<file path="config.mk">
export PLATFORM = sky130hd
export DESIGN_NAME = square_sweep_adsr_voice_core
export DESIGN_NICKNAME = d
export VERILOG_FILES = /design/src/ssav_pkg.sv /design/src/ssav_div.sv /design/src/ssav_dpath.sv /design/src/ssav_ctrl.sv /design/src/square_sweep_adsr_voice_core.sv
export SDC_FILE = /design/constraint.sdc
export NUM_CORES = 2
export LEC_CHECK = 0
export ABC_AREA = 1
export BUFFER_PORTS_ARGS = -buffer_cell sky130_fd_sc_hd__buf_2
export CAP_MARGIN = 20
export CORE_MARGIN = 2
export CORE_UTILIZATION = 39
export DETAILED_ROUTE_END_ITERATION = 12
export GPL_ROUTABILITY_DRIVEN = 1
export GPL_TIMING_DRIVEN = 0
export SYNTH_ARGS = -nofsm -noshare
export SYNTH_HDL_FRONTEND = slang
export SYNTH_HIERARCHICAL = 1
export SYNTH_SLANG_ARGS = --single-unit
</file>
<file path="constraint.sdc">
create_clock -name clk -period 8.6 [get_ports clk]
set_input_delay 0.86 -clock clk [delete_from_list [all_inputs] [get_ports clk]]
set_output_delay 0.86 -clock clk [all_outputs]
set_load 0.02 [all_outputs]
</file>
<file path="src/ssav_pkg.sv">
`default_nettype none

package ssav_pkg;

  localparam int PHASE_BITS_DEF = 24;
  localparam int LENGTH_BITS_DEF = 20;

  localparam int STEP_BITS = 24;
  localparam int CFG_LEN_W = 20;
  localparam int ENV_W = 16;
  localparam int DUTY_W = 17;
  localparam int PEAK_W = 16;
  localparam int SAMPLE_W = 16;
  localparam int CFG_INDEX_W = 3;
  localparam int CFG_DATA_W = 20;

  localparam logic [ENV_W-1:0] ENV_ONE = 16'd32768;
  localparam logic [SAMPLE_W-1:0] SAT_LIMIT = 16'd32000;
  localparam logic [ENV_W-1:0] SUSTAIN_RST = 16'd32768;
  localparam logic [DUTY_W-1:0] DUTY_RST = 17'd32768;
  localparam logic [PEAK_W-1:0] PEAK_RST = 16'd9000;

  localparam logic KIND_TICK = 1'b0;
  localparam logic KIND_START = 1'b1;

  typedef enum logic [CFG_INDEX_W-1:0] {
    REG_ATTACK = 3'd0,
    REG_DECAY = 3'd1,
    REG_RELEASE = 3'd2,
    REG_SUSTAIN = 3'd3,
    REG_DUTY = 3'd4,
    REG_PEAK = 3'd5
  } cfg_reg_t;

  typedef struct packed {
    logic kind;
    logic [STEP_BITS-1:0] start_step;
    logic [STEP_BITS-1:0] end_step;
    logic [CFG_LEN_W-1:0] note_samples;
  } item_t;

  typedef struct packed {
    logic signed [SAMPLE_W-1:0] sample;
    logic last;
  } result_t;

  typedef enum logic [2:0] {
    ST_IDLE,
    ST_PREP,
    ST_FORM,
    ST_MUL,
    ST_LOAD,
    ST_DIV,
    ST_APPLY,
    ST_EMIT
  } state_t;

  typedef enum logic [2:0] {
    ENV_ATTACK,
    ENV_DECAY,
    ENV_RELEASE,
    ENV_SUSTAIN,
    ENV_ZERO
  } env_mode_t;

  typedef struct packed {
    logic load_note;
    logic prep;
    logic form;
    logic mul;
    logic div_start;
    logic apply;
    logic emit;
  } ctrl_cmd_t;

  typedef struct packed {
    logic playing;
    logic div_busy;
    logic slot_free;
  } dp_status_t;

endpackage

`default_nettype wire

</file>
<file path="src/ssav_div.sv">
`default_nettype none

module ssav_div import ssav_pkg::*; #(
  parameter int QUO_BITS = STEP_BITS,
  parameter int DEN_BITS = LENGTH_BITS_DEF
) (
  input  logic                         clk,
  input  logic                         rst,
  input  logic                         start,
  input  logic [QUO_BITS+DEN_BITS-1:0] num,
  input  logic [DEN_BITS-1:0]          den,
  output logic                         busy,
  output logic [QUO_BITS-1:0]          quo
);

  localparam int CNT_W = $clog2(QUO_BITS + 1);

  logic [CNT_W-1:0] count;
  logic [DEN_BITS-1:0] rem;
  logic [QUO_BITS-1:0] quo_r;
  logic [DEN_BITS:0] trial;
  logic [DEN_BITS:0] trial_diff;
  logic qbit;
  logic [DEN_BITS-1:0] rem_next;

  // The quotient is known to fit, so the top part of the numerator starts as the remainder.
  always_comb begin
    trial = {rem, quo_r[QUO_BITS-1]};
    trial_diff = trial - {1'b0, den};
    qbit = (trial >= {1'b0, den});
    rem_next = qbit ? trial_diff[DEN_BITS-1:0] : trial[DEN_BITS-1:0];
  end

  always_ff @(posedge clk) begin
    if (rst) begin
      count <= '0;
    end else if (start) begin
      count <= CNT_W'(QUO_BITS);
    end else if (busy) begin
      count <= count - 1'b1;
    end
  end

  always_ff @(posedge clk) begin
    if (start) begin
      rem <= num[QUO_BITS+DEN_BITS-1:QUO_BITS];
      quo_r <= num[QUO_BITS-1:0];
    end else if (busy) begin
      rem <= rem_next;
      quo_r <= {quo_r[QUO_BITS-2:0], qbit};
    end
  end

  assign busy = (count != '0);
  assign quo = quo_r;

endmodule

`default_nettype wire

</file>
<file path="src/ssav_dpath.sv">
`default_nettype none

module ssav_dpath import ssav_pkg::*; #(
  parameter int PHASE_BITS = PHASE_BITS_DEF,
  parameter int LENGTH_BITS = LENGTH_BITS_DEF
) (
  input  logic                   clk,
  input  logic                   rst,
  input  logic                   cfg_wr_en,
  input  logic [CFG_INDEX_W-1:0] cfg_index,
  input  logic [CFG_DATA_W-1:0]  cfg_data,
  input  item_t                  item,
  input  ctrl_cmd_t              cmd,
  output dp_status_t             sts,
  output logic                   result_valid,
  input  logic                   result_stall,
  output result_t                result
);

  localparam int CW = (LENGTH_BITS > CFG_LEN_W) ? LENGTH_BITS + 1 : CFG_LEN_W + 1;
  localparam int SNW = STEP_BITS + LENGTH_BITS;
  localparam int ENW = ENV_W + CFG_LEN_W;
  localparam int MW = ENV_W + PEAK_W;
  localparam int TW = PHASE_BITS + 1;
  localparam int DUTY_SHIFT = PHASE_BITS - 16;

  logic [CFG_LEN_W-1:0] attack_len;
  logic [CFG_LEN_W-1:0] decay_len;
  logic [CFG_LEN_W-1:0] release_len;
  logic [ENV_W-1:0] sustain;
  logic [DUTY_W-1:0] duty;
  logic [PEAK_W-1:0] peak;

  logic [PHASE_BITS-1:0] phase_acc;
  logic [LENGTH_BITS-1:0] sample_index;
  logic [LENGTH_BITS-1:0] note_length;
  logic [STEP_BITS-1:0] sweep_start;
  logic [STEP_BITS-1:0] sweep_end;
  logic playing;

  logic lt_attack;
  logic [CW-1:0] past_attack;
  logic [CW-1:0] release_start;
  logic sweep_up;
  logic [STEP_BITS-1:0] sweep_diff;
  logic [ENV_W-1:0] sustain_sat;

  env_mode_t env_mode;
  env_mode_t env_mode_next;
  logic [ENV_W-1:0] env_fa;
  logic [ENV_W-1:0] env_fa_next;
  logic [CFG_LEN_W-1:0] env_fb;
  logic [CFG_LEN_W-1:0] env_fb_next;
  logic [CFG_LEN_W-1:0] env_den;
  logic [CFG_LEN_W-1:0] env_den_next;

  logic [ENW-1:0] env_num;
  logic [SNW-1:0] sweep_num;
  logic [ENV_W-1:0] env_quo;
  logic [STEP_BITS-1:0] sweep_quo;
  logic env_busy;
  logic sweep_busy;

  logic wave_high;
  logic [MW-1:0] mag_prod;

  logic [CW-1:0] idx_w;
  logic [CW-1:0] attack_w;
  logic [CW-1:0] decay_w;
  logic [CW-1:0] release_w;
  logic [CW-1:0] note_w;
  logic [CW-1:0] into;
  logic [LENGTH_BITS-1:0] note_in;
  logic [STEP_BITS-1:0] step;
  logic [STEP_BITS+PHASE_BITS-1:0] step_ext;
  logic [PHASE_BITS-1:0] phase_next;
  logic [TW-1:0] duty_thr;
  logic [ENV_W-1:0] env_val;
  logic [MW-16:0] mag;
  logic [SAMPLE_W-1:0] mag_sat;
  logic [SAMPLE_W-1:0] sample_val;
  logic [LENGTH_BITS:0] idx_inc;
  logic is_last;

  always_ff @(posedge clk) begin
    if (rst) begin
      attack_len <= '0;
      decay_len <= '0;
      release_len <= '0;
      sustain <= SUSTAIN_RST;
      duty <= DUTY_RST;
      peak <= PEAK_RST;
    end else if (cfg_wr_en) begin
      unique case (cfg_index)
        REG_ATTACK: attack_len <= cfg_data;
        REG_DECAY: decay_len <= cfg_data;
        REG_RELEASE: release_len <= cfg_data;
        REG_SUSTAIN: sustain <= cfg_data[ENV_W-1:0];
        REG_DUTY: duty <= cfg_data[DUTY_W-1:0];
        REG_PEAK: peak <= cfg_data[PEAK_W-1:0];
        default: ;
      endcase
    end
  end

  always_comb begin
    note_in = LENGTH_BITS'(item.note_samples);
    idx_w = CW'(sample_index);
    attack_w = CW'(attack_len);
    decay_w = CW'(decay_len);
    release_w = CW'(release_len);
    note_w = CW'(note_length);
    into = idx_w - release_start;

    step = sweep_up ? sweep_start + sweep_quo : sweep_start - sweep_quo;
    step_ext = {step, {PHASE_BITS{1'b0}}};
    phase_next = phase_acc + step_ext[STEP_BITS +: PHASE_BITS];
    duty_thr = TW'(duty) << DUTY_SHIFT;

    case (env_mode)
      ENV_ATTACK: env_val = env_quo;
      ENV_DECAY: env_val = ENV_ONE - env_quo;
      ENV_RELEASE: env_val = env_quo;
      ENV_SUSTAIN: env_val = sustain_sat;
      default: env_val = '0;
    endcase

    mag = mag_prod[MW-1:15];
    mag_sat = (mag > (MW-15)'(SAT_LIMIT)) ? SAT_LIMIT : mag[SAMPLE_W-1:0];
    sample_val = wave_high ? mag_sat : -mag_sat;
    idx_inc = (LENGTH_BITS+1)'(sample_index) + 1'b1;
    is_last = (idx_inc >= {1'b0, note_length});
  end

  // Envelope segment choice: attack, then decay, then sustain, then the release ramp at the note's end, then zero.
  always_comb begin
    env_mode_next = ENV_SUSTAIN;
    env_fa_next = sustain_sat;
    env_fb_next = '0;
    env_den_next = CFG_LEN_W'(1);
    if (lt_attack) begin
      env_mode_next = ENV_ATTACK;
      env_fa_next = ENV_ONE;
      env_fb_next = idx_w[CFG_LEN_W-1:0];
      env_den_next = attack_len;
    end else if (past_attack < decay_w) begin
      env_mode_next = ENV_DECAY;
      env_fa_next = ENV_ONE - sustain_sat;
      env_fb_next = past_attack[CFG_LEN_W-1:0];
      env_den_next = decay_len;
    end else if ((release_len != '0) && (idx_w >= release_start)) begin
      if (into >= release_w) begin
        env_mode_next = ENV_ZERO;
      end else begin
        env_mode_next = ENV_RELEASE;
        env_fb_next = release_len - into[CFG_LEN_W-1:0];
        env_den_next = release_len;
      end
    end
  end

  always_ff @(posedge clk) begin
    if (cmd.load_note) begin
      sweep_start <= item.start_step;
      sweep_end <= item.end_step;
      note_length <= (note_in == '0) ? LENGTH_BITS'(1) : note_in;
      sample_index <= '0;
      phase_acc <= '0;
    end else begin
      if (cmd.apply) begin
        phase_acc <= phase_next;
      end
      if (cmd.emit) begin
        sample_index <= idx_inc[LENGTH_BITS-1:0];
      end
    end
  end

  always_ff @(posedge clk) begin
    if (rst) begin
      playing <= 1'b0;
    end else if (cmd.load_note) begin
      playing <= 1'b1;
    end else if (cmd.emit && is_last) begin
      playing <= 1'b0;
    end
  end

  always_ff @(posedge clk) begin
    if (cmd.prep) begin
      lt_attack <= (idx_w < attack_w);
      past_attack <= idx_w - attack_w;
      release_start <= (note_w > release_w) ? note_w - release_w : '0;
      sweep_up <= (sweep_end >= sweep_start);
      sweep_diff <= (sweep_end >= sweep_start) ? sweep_end - sweep_start
                                               : sweep_start - sweep_end;
      sustain_sat <= (sustain > ENV_ONE) ? ENV_ONE : sustain;
    end
    if (cmd.form) begin
      env_mode <= env_mode_next;
      env_fa <= env_fa_next;
      env_fb <= env_fb_next;
      env_den <= env_den_next;
    end
    if (cmd.mul) begin
      env_num <= ENW'(env_fa) * ENW'(env_fb);
      sweep_num <= SNW'(sweep_diff) * SNW'(sample_index);
    end
    if (cmd.apply) begin
      wave_high <= ({1'b0, phase_next} < duty_thr);
      mag_prod <= MW'(env_val) * MW'(peak);
    end
    if (cmd.emit) begin
      result.sample <= sample_val;
      result.last <= is_last;
    end
  end

  always_ff @(posedge clk) begin
    if (rst) begin
      result_valid <= 1'b0;
    end else if (cmd.emit) begin
      result_valid <= 1'b1;
    end else if (!result_stall) begin
      result_valid <= 1'b0;
    end
  end

  ssav_div #(
    .QUO_BITS(ENV_W),
    .DEN_BITS(CFG_LEN_W)
  ) env_div (
    .clk(clk),
    .rst(rst),
    .start(cmd.div_start),
    .num(env_num),
    .den(env_den),
    .busy(env_busy),
    .quo(env_quo)
  );

  ssav_div #(
    .QUO_BITS(STEP_BITS),
    .DEN_BITS(LENGTH_BITS)
  ) sweep_div (
    .clk(clk),
    .rst(rst),
    .start(cmd.div_start),
    .num(sweep_num),
    .den(note_length),
    .busy(sweep_busy),
    .quo(sweep_quo)
  );

  assign sts.playing = playing;
  assign sts.div_busy = env_busy | sweep_busy;
  assign sts.slot_free = !result_valid || !result_stall;

  assert property (@(posedge clk) disable iff (rst)
    result_valid |-> ((result.sample <= 16'sd32000) && (result.sample >= -16'sd32000)))
    else $error("Sample outside the saturation range.");

  assert property (@(posedge clk) disable iff (rst)
    $fell(playing) |-> ($past(cmd.emit) && result_valid && result.last))
    else $error("Note ended without its final sample.");

endmodule

`default_nettype wire

</file>
<file path="src/ssav_ctrl.sv">
`default_nettype none

module ssav_ctrl import ssav_pkg::*; (
  input  logic       clk,
  input  logic       rst,
  input  logic       item_valid,
  input  logic       item_kind,
  output logic       item_stall,
  input  dp_status_t sts,
  output ctrl_cmd_t  cmd
);

  state_t state;
  state_t state_next;

  always_ff @(posedge clk) begin
    if (rst) begin
      state <= ST_IDLE;
    end else begin
      state <= state_next;
    end
  end

  always_comb begin
    state_next = state;
    cmd = '0;
    item_stall = 1'b1;
    unique case (state)
      ST_IDLE: begin
        item_stall = 1'b0;
        if (item_valid) begin
          if (item_kind == KIND_START) begin
            cmd.load_note = 1'b1;
          end else if (sts.playing) begin
            state_next = ST_PREP;
          end
        end
      end
      ST_PREP: begin
        cmd.prep = 1'b1;
        state_next = ST_FORM;
      end
      ST_FORM: begin
        cmd.form = 1'b1;
        state_next = ST_MUL;
      end
      ST_MUL: begin
        cmd.mul = 1'b1;
        state_next = ST_LOAD;
      end
      ST_LOAD: begin
        cmd.div_start = 1'b1;
        state_next = ST_DIV;
      end
      ST_DIV: begin
        if (!sts.div_busy) begin
          state_next = ST_APPLY;
        end
      end
      ST_APPLY: begin
        cmd.apply = 1'b1;
        state_next = ST_EMIT;
      end
      ST_EMIT: begin
        if (sts.slot_free) begin
          cmd.emit = 1'b1;
          state_next = ST_IDLE;
        end
      end
      default: state_next = ST_IDLE;
    endcase
  end

  assert property (@(posedge clk) disable iff (rst)
    cmd.div_start |=> sts.div_busy)
    else $error("Dividers did not start.");

  assert property (@(posedge clk) disable iff (rst)
    sts.div_busy |-> (state == ST_DIV))
    else $error("Dividers busy outside the divide state.");

endmodule

`default_nettype wire

</file>
<file path="src/square_sweep_adsr_voice_core.sv">
// A tick item that finds a note playing runs through the prep, form, mul, load, div, apply and emit states,
// waiting in div for the 24-step sweep divider and in emit for a free output slot; no new item is taken meanwhile.
// Start items and ticks while idle are taken without leaving the idle state and give no sample.
// A finished sample waits in the output register while the next item is accepted.
// Reset is synchronous: the block goes idle and the settings, note flag and output valid take their reset values.
`default_nettype none

module square_sweep_adsr_voice_core import ssav_pkg::*; #(
  parameter int PHASE_BITS = PHASE_BITS_DEF,
  parameter int LENGTH_BITS = LENGTH_BITS_DEF
) (
  input  logic                   clk,
  input  logic                   rst,
  input  logic                   cfg_wr_en,
  input  logic [CFG_INDEX_W-1:0] cfg_index,
  input  logic [CFG_DATA_W-1:0]  cfg_data,
  input  logic                   item_valid,
  output logic                   item_stall,
  input  item_t                  item,
  output logic                   result_valid,
  input  logic                   result_stall,
  output result_t                result
);

  ctrl_cmd_t cmd;
  dp_status_t sts;

  ssav_ctrl ctrl (
    .clk(clk),
    .rst(rst),
    .item_valid(item_valid),
    .item_kind(item.kind),
    .item_stall(item_stall),
    .sts(sts),
    .cmd(cmd)
  );

  ssav_dpath #(
    .PHASE_BITS(PHASE_BITS),
    .LENGTH_BITS(LENGTH_BITS)
  ) dpath (
    .clk(clk),
    .rst(rst),
    .cfg_wr_en(cfg_wr_en),
    .cfg_index(cfg_index),
    .cfg_data(cfg_data),
    .item(item),
    .cmd(cmd),
    .sts(sts),
    .result_valid(result_valid),
    .result_stall(result_stall),
    .result(result)
  );

endmodule

`default_nettype wire

</file>
Yosys cells after proc, flatten, opt, wreduce, memory -nomap -nowiden. Index checks and enable logic that the tools add are counted.

Word-level logic and storage cells: 173. Register bits: 589. Output and inout bits: 19.

$add $sub $neg: 17. Reduce and logical (&&, ||, !) cells: 26. Bitwise logic cells: 2. Multiply operators: 3. $lt $le $gt $ge: 12. Equality and inequality tests: 21. Multiplexer cells: 52.

Operators with widths (count): 2-to-1 mux 20 bit (14); 2-to-1 mux 24 bit (4); greater-or-equal comparator 21 x 20 -> 1 bit (4); 2-to-1 mux 16 bit (5); subtractor 24 bit (3); subtractor 20 bit (3); adder 24 bit (2); one-hot mux 16 bit (3 select lines) (1); multiplier 24 x 20 -> 44 bit (1); subtractor 20 x 20 -> 21 bit (2); multiplier 16 x 20 -> 36 bit (1); multiplier 16 x 16 -> 32 bit (1); subtractor 16 bit (first input constant) (2); < comparator 24 x 25 -> 1 bit (1); greater-or-equal comparator 24 bit (1); one-hot mux 3 bit (8 select lines) (1); adder 20 x 1 -> 21 bit (second input constant) (1); greater-or-equal comparator 20 x 21 -> 1 bit (1); < comparator 21 x 20 -> 1 bit (1); subtractor 20 x 21 -> 21 bit (1); greater-than comparator 20 bit (1); zero test 20 bit (1); < comparator 20 bit (1); 2-to-1 mux 5 bit (4); 25 further kinds (76).

Logic depth before layout (Yosys ltp).
Word-level depth: 7. Gate-level depth with buffers: 35. Depth with buffers taken out: 35.

Cells and area by module. Netlist, hierarchy kept.

Modules (own cells, without submodules): ssav_dpath (times used 1, area an instance 66642.7 um^2, cells each 8553); ssav_div (dpath.sweep_div) (times used 1, area an instance 3858.7 um^2, cells each 560); ssav_div (dpath.env_div) (times used 1, area an instance 3418.3 um^2, cells each 502); ssav_ctrl (times used 1, area an instance 312.8 um^2, cells each 55).

Least setup slack after synthesis. No wires, ideal clock.

Path kind: reg-to-reg. From: register dpath.env_div.quo_r[0], in the netlist dpath/env_div/quo[0]. To: register dpath.mag_prod[30] (data pin). Path buffers: 0. Data arrival time: 6.102 ns. Slack: 2.246 ns. Library setup time: 0.252 ns. Data required time: 8.348 ns. Stages on the path, launching flop included: 32. Clock period less this slack: 6.354 ns. Cells stage by stage: edfxtp_1 -> inv_1 -> ha_1 -> nand4_1 -> nor2_1 -> nand3_1 -> nor2_1 -> nand2_1 -> o21ai_1 -> nand3_1 -> nand2_2 -> nand2_1 -> fa_1 -> fa_1 -> inv_1 -> fa_1 -> fa_1 -> fa_1 -> inv_1 -> fa_1 -> inv_1 -> ha_1 -> a21oi_1 -> inv_1 -> a31oi_1 -> o21ai_0 -> a31oi_1 -> nand2_1 -> nand2_1 -> nand2_1 -> nand2_1 -> nand2_1.

Word-level cells in the longest chain between the ends: 3.

RTL lines: start, declared (line ssav_div.sv:20) `logic [QUO_BITS-1:0] quo_r;`; start signal, assigned (line ssav_div.sv:47) `quo_r <= num[QUO_BITS-1:0];`; start signal, assigned (line ssav_div.sv:50) `quo_r <= {quo_r[QUO_BITS-2:0], qbit};`; subtractor 16 bit (line ssav_dpath.sv:122) `ENV_DECAY: env_val = ENV_ONE - env_quo;`; one-hot mux 16 bit (3 select lines) * (line ssav_dpath.sv:120) `case (env_mode)`; multiplier 16 x 16 -> 32 bit * (line ssav_dpath.sv:211) `mag_prod <= MW'(env_val) * MW'(peak);`; end signal, assigned (line ssav_dpath.sv:211); end, declared (line ssav_dpath.sv:65) `logic [MW-1:0] mag_prod;`.

Mark *: on every way between the ends. The rest lies on a longest branch, timed or not. A chain may end at the register's enable or synchronous reset.

Worst setup path after layout.
From: register dpath.sample_index[14]. To: register dpath.sweep_num[35] (data pin).

Word-level cells in the longest chain between the ends: 1.

RTL lines: start, declared (line ssav_dpath.sv:35) `logic [LENGTH_BITS-1:0] sample_index;`; start signal, assigned (line ssav_dpath.sv:174) `sample_index <= idx_inc[LENGTH_BITS-1:0];`; multiplier 24 x 20 -> 44 bit (line ssav_dpath.sv:207) `sweep_num <= SNW'(sweep_diff) * SNW'(sample_index);`; end signal, assigned (line ssav_dpath.sv:207); end, declared (line ssav_dpath.sv:58) `logic [SNW-1:0] sweep_num;`.

No other way between the ends.

==> flow_metrics.tcl <==
set metrics [dict create \
    status "finished, final reports clean" \
    dieHeight_um 440 \
    power.internal_uw 15200 \
    period_share 0.965 \
    synth-edff-count 406 \
    multi_input_area_um2 49000 \
    setup_viol 0 \
    yosysMostFrequentCell "nand2_1" \
    synth-seq-cells 574 \
    timing.fmax_mhz 121 \
    drv_slew 0 \
    grt_start_max_net_pins 47 \
    cp.arrival_ns 8.67 \
    synth_fp_nets 11300 \
    cp-start-kind "flop" \
    p_leak_uw 0.0416 \
    num_vias 63800 \
    drt_iter0_drc 5174 \
    final-hold-violation-count 0 \
    wire_per_inst_um 20.4 \
    cts.sinks 574 \
    tightest_slew_ns 1.17 \
    coreArea_um2 190000 \
    rr_worst_depth 24 \
    yosysTopAreaCell "fa_1" \
    critPathMaxFanout 10 \
    num_io_pins 116 \
    initial_core_util 0.392 \
    reg2reg_slack_ns 0.30 \
    synth.top_cells.by_area "fa_1 (23%), edfxtp_1 (16%), nand2_1 (12%)" \
    synth_ff_type "edfxtp_1" \
    totalWireLength_um 254000 \
    r2r_end "dpath/sweep_num[35]" \
    cts_tree "done" \
    yosysWarnings 6 \
    critical-path-top-delay-family "adder cells" \
    synth_common_cells "nand2_1 (2,346), inv_1 (2,123), fa_1 (845), nor2_1 (676), ha_1 (663)" \
    min_period_ns 8.30 \
    hpwl_um 213000 \
    drc_errors 0 \
    grt_pass1_vias 64700 \
    p_comb_frac 0.750 \
    clockBufferDepth 3 \
    dieArea_um2 194000 \
    post_cts_buffers 0 \
    r2r-start "dpath/sample_index[14]" \
    endpoint_kind "flop" \
    yosysTopAreaCellShare 0.228 \
    slowest_delay_ns 0.70 \
    ys_seq_area_frac 0.210 \
    holdPathEnd "dpath/sweep_start[13]" \
    antenna_found_initial 21 \
    p_sw_frac 0.552 \
    syn_area_um2 74200 \
    syn_to_final_growth_pct 9.04 \
    nNetsFinal 11500 \
    path_cells "clkbuf_1 -> buf_1 -> nand2_1 -> fa_1 -> inv_1 -> fa_1 -> fa_1 -> fa_1 -> fa_1 -> fa_1 -> inv_1 -> fa_1 -> inv_1 -> ha_1 -> nand2_1 -> nor2_1 -> inv_1 -> nor3_1 -> inv_1 -> o21ai_0 -> a21oi_1 -> nor2_1 -> nor2_1 -> xnor2_1" \
    regArea_um2 15600 \
    clockRootBuffer "clkbuf_16" \
    design_area_um2 80900 \
    max_slew_margin 0.220 \
    tns_ns 0 \
    worst_clock_skew_ns 0.0539 \
    power_density_nw_per_um2 419 \
    synthCells 9670 \
    portBuffers 115 \
    cp.buffers_inverters 7 \
    vias_per_cell 5.12 \
    postCtsResizedCells 0 \
    min-delay-start "item[57]" \
    grt_usage 0.263 \
    nFillCells 19300 \
    path_common_cell "fa_1" \
    met1_usage 0.338 \
    post-route-util 0.427 \
    p_clk_frac 0.102 \
    drv_cap 0 \
    grt.overflow.total 0 \
    die_w_um 440 \
    synth.distinct_cells 69 \
    async_flop_share 0 \
    required_ns 8.97 \
    rsz0062_at_grt "false" \
    drtAntennaViolNets 0 \
    peakVddDrop_uv 1040 \
    critPathSlowestCell "buf_1" \
    dpl_cell_area_um2 78200 \
    clk_latency_ns 0.72 \
    clkTransAtPathRegs_ns 0.06 \
    p_seq_frac 0.148 \
    grt.busiest_layer "met2" \
    critical_path_class "reg2reg" \
    grtUsageMet2 0.435 \
    grt_pass1_wl_um 386000 \
    switchingPower_uw 18700 \
    row_count 160 \
    hold_path.class "in2reg" \
    syn_avg_cell_area_um2 7.68 \
    groute.layer.met3.usage 0.0352 \
    place_congestion 0.987 \
    cts.htree.levels 3 \
    drive_gt1_frac 0.0453 \
    first_pass_iters 8 \
    cts_buffers 75 \
    whs_path_depth 1 \
    hold_buffers 0 \
]
==> through the flow <==
stage / cells / worst slack, ns / power (uW) / hold WS [ns]
finish: 12500 / 0.303 / 34000 / 0.339
global route: 12500 / 0.0410 / 37100 / 0.306
CTS: 12400 / 0.490 / 34000 / 0.287
detailed placement: 12300 / 0.556 / 30300 / 0.443
global placement: 12300 / 0.531 / 30200 / 0.434
floorplan: 9670 / 2.25 / 22000 / 0.422
==> worst reg2reg max path, delay by kind of cell (launching register included) <==
family,cells,cell delay (ns)
compound gates,2,0.43
xor+xnor,1,0.52
fa+ha+maj,8,3.90
buf+inv,7,1.72
flops,1,0.66
simple gates,6,0.76
==> layout make-up <==
cell class,count,share of cell area
inverters,2164,0.100
repair buffers,124,0.00943
flip-flops and latches,574,0.192
clock buffers,85,0.0247
diodes,14,0.000433
multi-input cells,6573,0.605
well taps,2511,0.0388
clock inverters,55,0.00921
plain buffers,359,0.0195
==> cell usage in the layout, fill, tap and decap left out, types with 11 or more instances in the layout <==
cell       Yosys  final
a211oi_1      11     11
a21boi_0      14     14
a21o_1        36     36
a21oi_1      547    547
a31oi_1       39     39
buf_1         24     24
buf_2         40    155
buf_6         17     17
bufinv_16      0     12
clkbuf_1     263    268
clkbuf_16      0     78
clkinv_1      10     16
dfxtp_1      168    168
diode_2        0     14
edfxtp_1     406    406
fa_1         845    845
ha_1         663    663
inv_1       2123   2121
inv_2         31     32
nand2_1     2346   2344
nand2_2       24     26
nand3_1      253    253
nand3b_1      45     45
nand4_1      116    116
nor2_1       676    673
nor2_2        13     14
nor3_1        66     66
nor4_1        25     25
o211ai_1      16     16
o21a_1        25     25
o21ai_0      346    346
o21ai_1       46     46
o21bai_1      33     33
o22ai_1       14     14
xnor2_1      101    101
xor2_1       188    188
==> cells by family after synthesis <==
logic type / count (synthesis) / synth area share
AOI/OAI and AO/OA: 1165 / 0.0862
xor gates and xnor gates: 291 / 0.0345
buffers and inverters: 2523 / 0.131
and+or+nand+nor: 3609 / 0.199
DFF: 574 / 0.210
adders and majority gates: 1508 / 0.340
==> worst max path at each step <==
stage | start | to | slack (ns) | cells past startpoint
4_1_cts | dpath/sample_index[14] | dpath/sweep_num[35] | 0.49 | 24
3_3_place_gp | ctrl/state[0] | dpath/sample_index[18] | 0.53 | 10
5_1_grt | dpath/sample_index[14] | dpath/sweep_num[35] | 0.04 | 24
6_report | dpath/sample_index[14] | dpath/sweep_num[35] | 0.30 | 24
2_1_floorplan | dpath/env_div/quo[0] | dpath/mag_prod[30] | 2.25 | 31
3_5_place_dp | dpath/sample_index[14] | dpath/sweep_num[35] | 0.56 | 24
==> registers in the layout, indices dropped and copies added (netlist names), 17 cells and up <==
signal	count
dpath/env_num	36
dpath/release_len	20
dpath/sample_index	20
dpath/env_fb	20
dpath/result	17
dpath/env_div/rem	20
dpath/past_attack	21
dpath/attack_len	20
dpath/mag_prod	17
dpath/note_length	20
dpath/duty	17
dpath/phase_acc	24
dpath/sweep_end	24
dpath/release_start	21
dpath/sweep_diff	24
dpath/env_den	20
dpath/decay_len	20
dpath/sweep_div/rem	20
dpath/sweep_start	24
dpath/sweep_num	44
dpath/sweep_div/quo	24
==> power by group through the flow <==
stage / Sequential [uW] / Combinational (uW) / Clock (uW)
after floorplan: 4820 / 17200 / 0
after global placement: 5110 / 25100 / 0
after detailed placement: 5040 / 25300 / 0
after CTS: 5000 / 25500 / 3550
after global routing: 5050 / 28400 / 3650
final: 5010 / 25500 / 3480
==> per-layer routing <==
metal  vias to the layer above  wire (um)
li1                      30200          -
met1                     30800     105000
met2                      2295     117000
met3                       529      17400
met4                         4      14400
met5                         -         20
(Power assumes the default switching activity.)
